==> src/rtl/rpv_pkg.sv <==
// Shared types, codes and constants for the RADIUS packet validator.
package rpv_pkg;

   // Default geometry of the datagram.
   localparam int HEADER_BYTES_DEF = 20;
   localparam int CODE_LIMIT_DEF   = 52;
   localparam int DIGEST_BYTES_DEF = 16;

   // Every attribute starts with a type byte and a length byte.
   localparam int ATTR_HEADER_BYTES = 2;

   // Special header code and attribute types.
   localparam logic [7:0] CODE_STATUS_SERVER = 8'd12;
   localparam logic [7:0] TYPE_EAP_MESSAGE   = 8'd79;
   localparam logic [7:0] TYPE_AUTHENTICATOR = 8'd80;

   // Saturation points of the counters.
   localparam logic [15:0] POSITION_MAX = 16'hFFFF;
   localparam logic [14:0] COUNT_MAX    = 15'h7FFF;

   // Configuration register indexes.
   typedef enum logic [0:0] {
      CSR_REQUIRE_AUTH = 1'b0,
      CSR_MAX_ATTR     = 1'b1
   } csr_index_type;

   // Failure kinds, in priority order.
   typedef enum logic [3:0] {
      FAIL_NONE          = 4'd0,
      FAIL_SHORT_DGRAM   = 4'd1,
      FAIL_UNKNOWN_CODE  = 4'd2,
      FAIL_SHORT_LENGTH  = 4'd3,
      FAIL_TRUNCATED     = 4'd4,
      FAIL_ATTR_HDR_OVF  = 4'd5,
      FAIL_ATTR_ZERO     = 4'd6,
      FAIL_ATTR_SHORT    = 4'd7,
      FAIL_ATTR_OVF      = 4'd8,
      FAIL_AUTH_LENGTH   = 4'd9,
      FAIL_TOO_MANY_ATTR = 4'd10,
      FAIL_MISSING_AUTH  = 4'd11
   } failure_type;

   // One input item: a datagram byte with its end mark.
   typedef struct packed {
      logic [7:0] data_byte;
      logic       last_byte;
   } req_payload_type;

   // One result item: the verdict for a datagram.
   typedef struct packed {
      logic        verdict_ok;
      logic [3:0]  failure_code;
      logic [7:0]  packet_code;
      logic [7:0]  packet_ident;
      logic [15:0] effective_length;
      logic [14:0] attribute_count;
   } rsp_payload_type;

endpackage

==> src/rtl/radius_packet_validator.sv <==
// Streaming RADIUS datagram validator: header capture, attribute walk and verdict.
//
//   channel  direction  handshake                   payload
//   req      in         req_valid / req_stall       rpv_pkg::req_payload_type
//   rsp      out        rsp_valid / rsp_stall       rpv_pkg::rsp_payload_type
//   csr      in         csr_write_enable            csr_index, csr_write_data
//
// One byte item is taken per clock while req_stall is low. Each item passes an input
// register and is checked by the walk logic; for a marked last byte the verdict is
// then written to the result register. Reset is synchronous and clears the stage
// valids, the configuration and the per-datagram state. A stalled verdict holds the
// result register; bytes keep flowing until a second last byte meets the occupied
// result register.
module radius_packet_validator #(
   parameter int HEADER_BYTES = rpv_pkg::HEADER_BYTES_DEF,
   parameter int CODE_LIMIT   = rpv_pkg::CODE_LIMIT_DEF,
   parameter int DIGEST_BYTES = rpv_pkg::DIGEST_BYTES_DEF
) (
   input  logic                    clock,
   input  logic                    reset,
   input  logic                    req_valid,
   output logic                    req_stall,
   input  rpv_pkg::req_payload_type req_payload,
   output logic                    rsp_valid,
   input  logic                    rsp_stall,
   output rpv_pkg::rsp_payload_type rsp_payload,
   input  logic                    csr_write_enable,
   input  logic [0:0]              csr_index,
   input  logic [15:0]             csr_write_data
);

   // Configuration registers.
   logic        require_auth_ff;
   logic [15:0] max_attr_ff;

   // Input stage.
   logic                     s1_valid_ff;
   rpv_pkg::req_payload_type s1_item_ff;

   // Per-datagram state.
   logic [15:0] position_ff, position_in;
   logic [7:0]  hcode_ff, hcode_in;
   logic [7:0]  hident_ff, hident_in;
   logic [15:0] hlen_ff, hlen_in;
   logic [16:0] offset_ff, offset_in;
   logic [7:0]  attr_type_ff, attr_type_in;
   rpv_pkg::failure_type walk_err_ff, walk_err_in;
   logic [14:0] count_ff, count_in;
   logic        auth_seen_ff, auth_seen_in;
   logic        auth_need_ff, auth_need_in;

   // Result stage.
   logic                     rsp_valid_ff;
   rpv_pkg::rsp_payload_type rsp_payload_ff, rsp_payload_in;

   logic        advance;
   logic        verdict_load;
   logic [7:0]  b;
   logic [16:0] received;
   logic [15:0] eff_len;
   logic        walk_active;
   logic        at_type;
   logic        at_length;
   logic        needed;
   rpv_pkg::failure_type fail;

   // The input stage moves on unless its verdict would overwrite a waiting result.
   assign advance      = s1_valid_ff && !(s1_item_ff.last_byte && rsp_valid_ff && rsp_stall);
   assign verdict_load = advance && s1_item_ff.last_byte;
   assign req_stall    = s1_valid_ff && !advance;
   assign b            = s1_item_ff.data_byte;

   // Header capture, attribute walk and verdict for the byte in the input stage.
   always_comb begin
      hcode_in     = hcode_ff;
      hident_in    = hident_ff;
      hlen_in      = hlen_ff;
      offset_in    = offset_ff;
      attr_type_in = attr_type_ff;
      walk_err_in  = walk_err_ff;
      count_in     = count_ff;
      auth_seen_in = auth_seen_ff;
      auth_need_in = auth_need_ff;

      if (position_ff == 16'd0) begin
         hcode_in = b;
      end else if (position_ff == 16'd1) begin
         hident_in = b;
      end else if (position_ff == 16'd2) begin
         hlen_in = {b, 8'h00};
      end else if (position_ff == 16'd3) begin
         hlen_in = {hlen_ff[15:8], b};
      end

      walk_active = (walk_err_ff == rpv_pkg::FAIL_NONE) &&
                    (position_ff >= 16'(HEADER_BYTES)) && (position_ff < hlen_in);
      at_type     = ({1'b0, position_ff} == offset_ff);
      at_length   = ({2'b00, position_ff} == ({1'b0, offset_ff} + 18'd1));

      if (walk_active && at_type) begin
         if (({1'b0, position_ff} + 17'(rpv_pkg::ATTR_HEADER_BYTES)) > {1'b0, hlen_in}) begin
            walk_err_in = rpv_pkg::FAIL_ATTR_HDR_OVF;
         end else if (b == 8'd0) begin
            walk_err_in = rpv_pkg::FAIL_ATTR_ZERO;
         end else begin
            attr_type_in = b;
         end
      end else if (walk_active && at_length) begin
         if (b < 8'(rpv_pkg::ATTR_HEADER_BYTES)) begin
            walk_err_in = rpv_pkg::FAIL_ATTR_SHORT;
         end else if (({1'b0, offset_ff} + {10'd0, b}) > {2'b00, hlen_in}) begin
            walk_err_in = rpv_pkg::FAIL_ATTR_OVF;
         end else if ((attr_type_ff == rpv_pkg::TYPE_AUTHENTICATOR) &&
                      (b != 8'(rpv_pkg::ATTR_HEADER_BYTES + DIGEST_BYTES))) begin
            walk_err_in = rpv_pkg::FAIL_AUTH_LENGTH;
         end else begin
            if (attr_type_ff == rpv_pkg::TYPE_AUTHENTICATOR) begin
               auth_seen_in = 1'b1;
            end
            if (attr_type_ff == rpv_pkg::TYPE_EAP_MESSAGE) begin
               auth_need_in = 1'b1;
            end
            offset_in = offset_ff + {9'd0, b};
            if (count_ff != rpv_pkg::COUNT_MAX) begin
               count_in = count_ff + 15'd1;
            end
         end
      end

      // Verdict, lowest failure code first.
      received = {1'b0, position_ff} + 17'd1;
      needed   = require_auth_ff || auth_need_in || (hcode_in == rpv_pkg::CODE_STATUS_SERVER);

      if (received < 17'(HEADER_BYTES)) begin
         fail = rpv_pkg::FAIL_SHORT_DGRAM;
      end else if ((hcode_in == 8'd0) || ({1'b0, hcode_in} >= 9'(CODE_LIMIT))) begin
         fail = rpv_pkg::FAIL_UNKNOWN_CODE;
      end else if (hlen_in < 16'(HEADER_BYTES)) begin
         fail = rpv_pkg::FAIL_SHORT_LENGTH;
      end else if (received < {1'b0, hlen_in}) begin
         fail = rpv_pkg::FAIL_TRUNCATED;
      end else if (walk_err_in != rpv_pkg::FAIL_NONE) begin
         fail = walk_err_in;
      end else if ((max_attr_ff != 16'd0) && ({1'b0, count_in} > max_attr_ff)) begin
         fail = rpv_pkg::FAIL_TOO_MANY_ATTR;
      end else if (needed && !auth_seen_in) begin
         fail = rpv_pkg::FAIL_MISSING_AUTH;
      end else begin
         fail = rpv_pkg::FAIL_NONE;
      end

      // Received length saturates, then, on success or a failure from truncation on, is trimmed to the header length.
      eff_len = received[16] ? rpv_pkg::POSITION_MAX : received[15:0];
      if (((fail == rpv_pkg::FAIL_NONE) || (fail >= rpv_pkg::FAIL_TRUNCATED)) &&
          (eff_len > hlen_in)) begin
         eff_len = hlen_in;
      end

      rsp_payload_in.verdict_ok       = (fail == rpv_pkg::FAIL_NONE);
      rsp_payload_in.failure_code     = fail;
      rsp_payload_in.packet_code      = hcode_in;
      rsp_payload_in.packet_ident     = (position_ff >= 16'd1) ? hident_in : 8'd0;
      rsp_payload_in.effective_length = eff_len;
      rsp_payload_in.attribute_count  =
         ((fail >= rpv_pkg::FAIL_SHORT_DGRAM) && (fail <= rpv_pkg::FAIL_TRUNCATED)) ?
         15'd0 : count_in;

      position_in = (position_ff == rpv_pkg::POSITION_MAX) ? position_ff : position_ff + 16'd1;
   end

   // Control state: configuration, stage valids and per-datagram state.
   always_ff @(posedge clock) begin
      if (reset) begin
         require_auth_ff <= 1'b0;
         max_attr_ff     <= 16'd0;
         s1_valid_ff     <= 1'b0;
         rsp_valid_ff    <= 1'b0;
         position_ff     <= 16'd0;
         hcode_ff        <= 8'd0;
         hident_ff       <= 8'd0;
         hlen_ff         <= 16'd0;
         offset_ff       <= 17'(HEADER_BYTES);
         attr_type_ff    <= 8'd0;
         walk_err_ff     <= rpv_pkg::FAIL_NONE;
         count_ff        <= 15'd0;
         auth_seen_ff    <= 1'b0;
         auth_need_ff    <= 1'b0;
      end else begin
         if (csr_write_enable) begin
            case (rpv_pkg::csr_index_type'(csr_index))
               rpv_pkg::CSR_REQUIRE_AUTH: require_auth_ff <= csr_write_data[0];
               rpv_pkg::CSR_MAX_ATTR:     max_attr_ff     <= csr_write_data;
               default:                   max_attr_ff     <= max_attr_ff;
            endcase
         end

         if (!req_stall) begin
            s1_valid_ff <= req_valid;
         end

         if (verdict_load) begin
            rsp_valid_ff <= 1'b1;
         end else if (!rsp_stall) begin
            rsp_valid_ff <= 1'b0;
         end

         // A verdict ends the datagram and clears its state.
         if (verdict_load) begin
            position_ff  <= 16'd0;
            hcode_ff     <= 8'd0;
            hident_ff    <= 8'd0;
            hlen_ff      <= 16'd0;
            offset_ff    <= 17'(HEADER_BYTES);
            attr_type_ff <= 8'd0;
            walk_err_ff  <= rpv_pkg::FAIL_NONE;
            count_ff     <= 15'd0;
            auth_seen_ff <= 1'b0;
            auth_need_ff <= 1'b0;
         end else if (advance) begin
            position_ff  <= position_in;
            hcode_ff     <= hcode_in;
            hident_ff    <= hident_in;
            hlen_ff      <= hlen_in;
            offset_ff    <= offset_in;
            attr_type_ff <= attr_type_in;
            walk_err_ff  <= walk_err_in;
            count_ff     <= count_in;
            auth_seen_ff <= auth_seen_in;
            auth_need_ff <= auth_need_in;
         end
      end
   end

   // Payload registers.
   always_ff @(posedge clock) begin
      if (!req_stall) begin
         s1_item_ff <= req_payload;
      end
      if (verdict_load) begin
         rsp_payload_ff <= rsp_payload_in;
      end
   end

   assign rsp_valid   = rsp_valid_ff;
   assign rsp_payload = rsp_payload_ff;

endmodule

==> config.mk <==
export PLATFORM = sky130hd
export DESIGN_NAME = radius_packet_validator
export DESIGN_NICKNAME = d
export VERILOG_FILES = /design/src/rtl/rpv_pkg.sv /design/src/rtl/radius_packet_validator.sv
export SDC_FILE = /design/constraint.sdc
export NUM_CORES = 1
export LEC_CHECK = 0
export BUFFER_PORTS_ARGS = -buffer_cell sky130_fd_sc_hd__buf_2
export CORE_MARGIN = 5
export CORE_UTILIZATION = 35
export DETAILED_ROUTE_END_ITERATION = 8
export SLEW_MARGIN = 40
export SYNTH_ARGS = -nofsm -noshare
export SYNTH_HDL_FRONTEND = slang
export SYNTH_SLANG_ARGS = --single-unit
export TNS_END_PERCENT = 10
==> constraint.sdc <==
create_clock -name clock -period 6.7 [get_ports clock]
set_input_delay 0 -clock clock [delete_from_list [all_inputs] [get_ports clock]]
set_output_delay 0 -clock clock [all_outputs]
set_load 0.01 [all_outputs]
==> impl_metrics.py, run 1 <==
metrics = {
    "global_route": {
        "use_met1_pct": 26.6,
        "grt_util_met3_pct": 2.63,
        "grt_overflow": 0,
        "antenna_found_initial": 0,
        "grt_max_degree": 77,
        "grt_use_met2_pct": 29.9,
        "grt_usage_pct": 18.8,
        "grt_busiest_layer": "met2",
        "first_global_vias": 10347,
        "grt_pass1_wl_um": 57700,
    },
    "timing": {
        "whs_ps": 172,
        "fin_skew_ps": 19.1,
        "period_needed_ps": 6350,
        "fmax_mhz": 157,
        "hold_viol": 0,
        "slew_violations": 0,
        "finalCritPeriodShare_pct": 94.8,
        "worst-slew-pin-transition_ps": 761,
        "timing.slew.headroom_pct": 48.8,
        "setup_viol": 0,
    },
    "logic_synthesis": {
        "synth_mux_area_share_pct": 6.02,
        "synth_edf_count": 61,
        "synth_xor_area_share_pct": 7.11,
        "synth.distinct_cells": 75,
        "syn_nets": 1517,
        "ys.flop_type": "dfxtp_1",
        "syn_area_um2": 11900,
        "synth_top_family_by_area": "simple AND/OR/NAND/NOR gates",
        "synthAdderAreaFrac_pct": 11.3,
        "yosys.area_share.simple_pct": 23.2,
        "synth_cells": 1379,
        "synth_compound_gate_area_share_pct": 13.8,
        "yosysSeqAreaShare_pct": 34.3,
        "yosysWarningCount": 0,
        "avgSynthCellArea_um2": 8.66,
        "synth-async-reset-ratio_pct": 0,
        "synth_seq_cells": 174,
    },
    "final_layout": {
        "fin_util_pct": 43.7,
        "nNetsFinal": 1694,
        "register_area_um2": 4090,
        "multi_input_area_um2": 7530,
        "final_common_cell": "nand2_1",
        "areaGrowthSynthToFinish_pct": 23.0,
        "diodes": 0,
        "drive_gt1_share_pct": 18.5,
        "fill_cells": 3282,
        "final_cell_mix": "nand2_1, nor2_1, dfxtp_1, ha_1, buf_4",
    },
    "worst_setup_path": {
        "crit_top_cell": "a21o_1",
        "cp_data_required_time_ps": 6900,
        "critical_path_class": "reg -> reg",
        "end_kind": "register",
        "slowest_delay_ps": 400,
        "arrival_ps": 6550,
        "cp_max_fo": 5,
        "critPathSlowestCell": "edfxtp_1",
        "start_kind": "register",
    },
    "status": {
        "status": "completed",
    },
    "worst_hold_path": {
        "hold_class": "in -> reg",
    },
    "cts": {
        "clock-root-buffer": "clkbuf_16",
        "path_clk_slew_ps": 80,
        "clk_latency_ps": 450,
        "cts_tree": "built",
        "clkSinkCount": 174,
        "cts_buffer_depth": 2,
        "htreeDepth": 4,
        "numCtsBuffers": 17,
    },
    "floorplan": {
        "dieWidth_um": 195,
        "die_area_um2": 37900,
        "die_y_um": 195,
        "initial_utilization_pct": 35.5,
        "row_count": 67,
        "boundaryPins": 85,
        "core_area_um2": 33600,
    },
    "detailed_routing": {
        "routed_wl_um": 36400,
        "num_vias": 10816,
        "vias_per_cell": 5.36,
        "drc_errors": 0,
        "wl_per_cell_um": 18.1,
        "final_antenna_net_count": 0,
        "drt_iter0_drc": 764,
        "detail_route.first_pass.iterations": 6,
    },
    "place": {
        "gp_congestion": 0.892,
        "io_buffer_count": 84,
        "dp_hpwl_um": 27300,
    },
    "power_and_ir_drop": {
        "ir_worst_vdd_uv": 190,
        "power.total_mw": 2.53,
        "power_density_nw_per_um2": 172,
        "p_leak_nw": 6.15,
    },
    "run": {
        "cap_violations": 0,
    },
}
[stage by stage]
step | cells | instance area [um^2] | setup WS, ps | setup TNS (ps)
final | 2017 | 14700 | 347 | 0
after global routing | 2017 | 14700 | -88.1 | -131
after CTS | 2008 | 14400 | 9.38 | 0
after detailed placement | 1927 | 13300 | -199 | -328
after global placement | 1926 | 13300 | 1.37 | 0
after floorplan | 1379 | 12000 | 9.90 | 0
[synthesized netlist by cell type (18+ instances only)]
cell type / count / area, um^2
a211oi_1: 20 / 150
a21o_1: 24 / 180
a21oi_1: 97 / 485
clkbuf_1: 48 / 180
dfxtp_1: 113 / 2260
edfxtp_1: 61 / 1830
ha_1: 106 / 1330
inv_1: 54 / 203
mux2i_1: 56 / 561
nand2_1: 147 / 552
nand3_1: 40 / 200
nand4_1: 34 / 213
nor2_1: 145 / 544
nor2b_1: 20 / 125
nor3_1: 57 / 285
o21ai_0: 31 / 155
or3_1: 18 / 113
xnor2_1: 54 / 473
xor2_1: 41 / 359
[routing by layer]
| metal | part of all wire [%] | vias to the layer above |
|---|---|---|
| met2 | 45 | 321 |
| li1 | - | 5309 |
| met3 | 5.2 | 56 |
| met5 | 0 | - |
| met1 | 48 | 5130 |
| met4 | 2.4 | 0 |
[worst paths after layout]
path,startpoint,to,slack [ps],cells after the start
min,reset,offset_ff[2],170,3
min reg2reg,hident_ff[1],hident_ff[1],450,2
max,b[1],rsp_payload[51],350,34
max reg2reg,b[1],rsp_payload[51],350,34
[flip-flops by register name, summed over array words and instances, names as in the netlist, 4 cells and up]
name / cells
max_attr_ff: 16
attr_type_ff: 8
hlen_ff: 16
rsp_payload: 52
offset_ff: 17
hcode_ff: 8
count_ff: 15
hident_ff: 8
position_ff: 16
walk_err_ff: 4
b: 8
[kinds of logic (layout without fill, tap and decap cells)]
kind of cell | count (synthesis) | after routing
and+or+nand+nor | 556 | 556
muxes | 70 | 70
buffers and inverters | 127 | 317
xor gates and xnor gates | 96 | 96
adders and majority gates | 107 | 107
AOI/OAI and AO/OA | 249 | 249
DFF | 174 | 174
[report_power, final]
part	switching (mW)	total, mW	internal, mW
sequential	0.0164	1.13	1.11
clock	0.467	1.01	0.547
combinational	0.228	0.383	0.155
[area by class of cell]
class | count | area share (%)
clock buffers | 18 | 3.07
clock inverters | 14 | 1.01
inverters | 54 | 1.38
multi-input cells | 1078 | 51.3
flip-flops and latches | 174 | 27.9
well taps | 448 | 3.82
repair buffers | 231 | 11.5
[timing repair]
item | 4_1_cts | 5_1_grt
cloned | 0 | 1
pin swaps | 2 | 33
buffers inserted | 2 | 8
endpoints found under the setup margin | 2 | 4
hold buffers | 47 | 0
hold endpoints to repair | 28 | 0
resized for setup | 6 | 33
[critical path, delay by kind of cell, from the launching register on]
kind / cells / cell delay, ps
AO/OA/AOI/OAI: 16 / 2770
AND/OR/NAND/NOR: 9 / 1080
adder cells (fa/ha/maj): 3 / 920
buffers and inverters: 4 / 530
flip-flops: 1 / 400
XOR/XNOR: 2 / 400
Note: power is estimated with default switching activity, not from simulation.
==> run 2: changes to the inputs <==
--- a/config.mk
+++ b/config.mk
@@ -7,7 +7,7 @@
 export LEC_CHECK = 0
 export BUFFER_PORTS_ARGS = -buffer_cell sky130_fd_sc_hd__buf_2
 export CORE_MARGIN = 5
-export CORE_UTILIZATION = 35
+export CORE_UTILIZATION = 45
 export DETAILED_ROUTE_END_ITERATION = 8
 export SLEW_MARGIN = 40
 export SYNTH_ARGS = -nofsm -noshare
==> run 2 against run 1 <==
Critical path depth is 3 lower. Clock power hardly changed. Non-clock buffer count fell by 3. Die area shrank 21%. Register-to-register slack got worse by 40 ps. Critical path type unchanged. Cell count decreased by 5.8%. Worst setup slack got worse by 41 ps.
==> impl_metrics.py, run 2 (same netlist as run 1, synthesis figures left out) <==
metrics = {
    "cts": {
        "htreeDepth": 4,
        "path_clk_slew_ps": 70,
        "clkSinkCount": 174,
        "cts_tree": "built",
        "numCtsBuffers": 17,
        "cts_buffer_depth": 2,
        "clock-root-buffer": "clkbuf_16",
        "clk_latency_ps": 440,
    },
    "global_route": {
        "first_global_vias": 10143,
        "antenna_found_initial": 0,
        "grt_overflow": 0,
        "grt_max_degree": 91,
        "grt_pass1_wl_um": 56300,
        "grt_usage_pct": 23.2,
    },
    "timing": {
        "setup_viol": 0,
        "period_needed_ps": 6390,
        "fmax_mhz": 156,
        "finalCritPeriodShare_pct": 95.4,
        "worst-slew-pin-transition_ps": 827,
        "hold_viol": 0,
        "slew_violations": 0,
        "timing.final.ws_setup_ps": 306,
        "timing.slew.headroom_pct": 44.5,
        "fin_skew_ps": 18.1,
    },
    "detailed_routing": {
        "routed-wl-met2_um": 15800,
        "wl_met1_um": 16300,
        "drc_errors": 0,
        "vias_per_cell": 5.65,
        "detail_route.first_pass.iterations": 5,
        "dr.max_layer_used": "met4",
        "final_antenna_net_count": 0,
        "routed_wl_um": 35600,
        "wl_per_cell_um": 18.7,
        "drt_iter0_drc": 963,
        "wl_met3_um": 2520,
        "num_vias": 10747,
    },
    "worst_setup_path": {
        "cp_max_fo": 7,
        "crit_top_cell": "a21o_1",
        "critical_path_class": "reg -> reg",
        "critPathSlowestCell": "o311a_1",
        "crit_buf_inv": 2,
        "slowest_delay_ps": 410,
        "start_kind": "register",
        "end_kind": "register",
        "critPathTopFamily": "compound AO/OA/AOI/OAI gates",
        "cp_data_required_time_ps": 6890,
        "arrival_ps": 6590,
    },
    "run": {
        "cap_violations": 0,
    },
    "floorplan": {
        "die_y_um": 173,
        "core_area_um2": 26100,
        "die_area_um2": 29900,
        "initial_utilization_pct": 45.8,
        "row_count": 59,
        "boundaryPins": 85,
        "dieWidth_um": 173,
    },
    "final_layout": {
        "largest_reg_flops": 52,
        "final_cell_mix": "nand2_1, nor2_1, dfxtp_1, ha_1, a21oi_1",
        "final_common_cell": "nand2_1",
        "fin_util_pct": 55.2,
        "nNetsFinal": 1691,
        "areaGrowthSynthToFinish_pct": 20.5,
        "drive_gt1_share_pct": 17.6,
        "diodes": 0,
    },
    "power_and_ir_drop": {
        "ir_worst_vdd_uv": 107,
        "power_density_nw_per_um2": 173,
        "p_leak_nw": 6.10,
    },
    "place": {
        "dp_slack_ps": -107,
        "io_buffer_count": 84,
        "gp_congestion": 0.876,
        "dp_hpwl_um": 26400,
    },
    "worst_hold_path": {
        "hold_class": "in -> reg",
    },
    "status": {
        "status": "completed",
    },
}
-- run 2: power by group --
group	leakage, nW	internal (mW)	switching, mW
Sequential	1.54	1.11	0.0162
Combinational	4.28	0.153	0.224
Clock	0.285	0.498	0.489
-- run 2: worst paths after layout --
kind                     start               to  slack (ps)  depth (start not counted)
setup / recovery          b[1]  rsp_payload[51]         310                         31
hold reg to reg   hident_ff[2]     hident_ff[2]         460                          2
hold / removal           reset     offset_ff[2]         210                          3
setup reg to reg          b[1]  rsp_payload[51]         310                         31
-- run 2: worst min-delay path, delay by kind of cell --
kind / cells / cell delay, ps
buffers and inverters: 1 / 320
and+or+nand+nor: 2 / 290
-- run 2: cell type report --
class	count	area [um^2]
well taps	335	419
fillers	2404	11700
clock inverters	14	141
flip-flops and latches	174	4090
inverters	54	203
repair buffers	228	1650
multi-input cells	1078	7450
clock buffers	18	429
-- run 2: routing by layer --
metal | track usage (%) | vias up
met5 | 0 | -
met4 | 7.44 | 0
met3 | 4.24 | 49
met2 | 36.3 | 360
met1 | 32.5 | 5035
li1 | - | 5303
-- run 2: timing repair --
item	in CTS	in global routing
hold buffers	48	0
pin swaps	3	21
setup endpoints to repair	2	4
gates resized for setup	6	19
endpoints found under the hold margin	28	0
buffers inserted	3	6
gates cloned	0	0
-- run 2: per-stage QoR --
| stage | cells | instance area, um^2 | hold slack, ps | setup TNS [ps] | power, mW |
|---|---|---|---|---|---|
| 2_1_floorplan | 1379 | 12000 | 98.9 | 0 | 1.37 |
| 3_3_place_gp | 1812 | 13100 | 176 | 0 | 1.49 |
| 3_5_place_dp | 1812 | 13100 | 178 | -108 | 1.50 |
| 4_1_cts | 1895 | 14200 | 210 | 0 | 2.50 |
| 5_1_grt | 1901 | 14400 | 249 | -19.8 | 2.60 |
| 6_report | 1901 | 14400 | 207 | 0 | 2.49 |
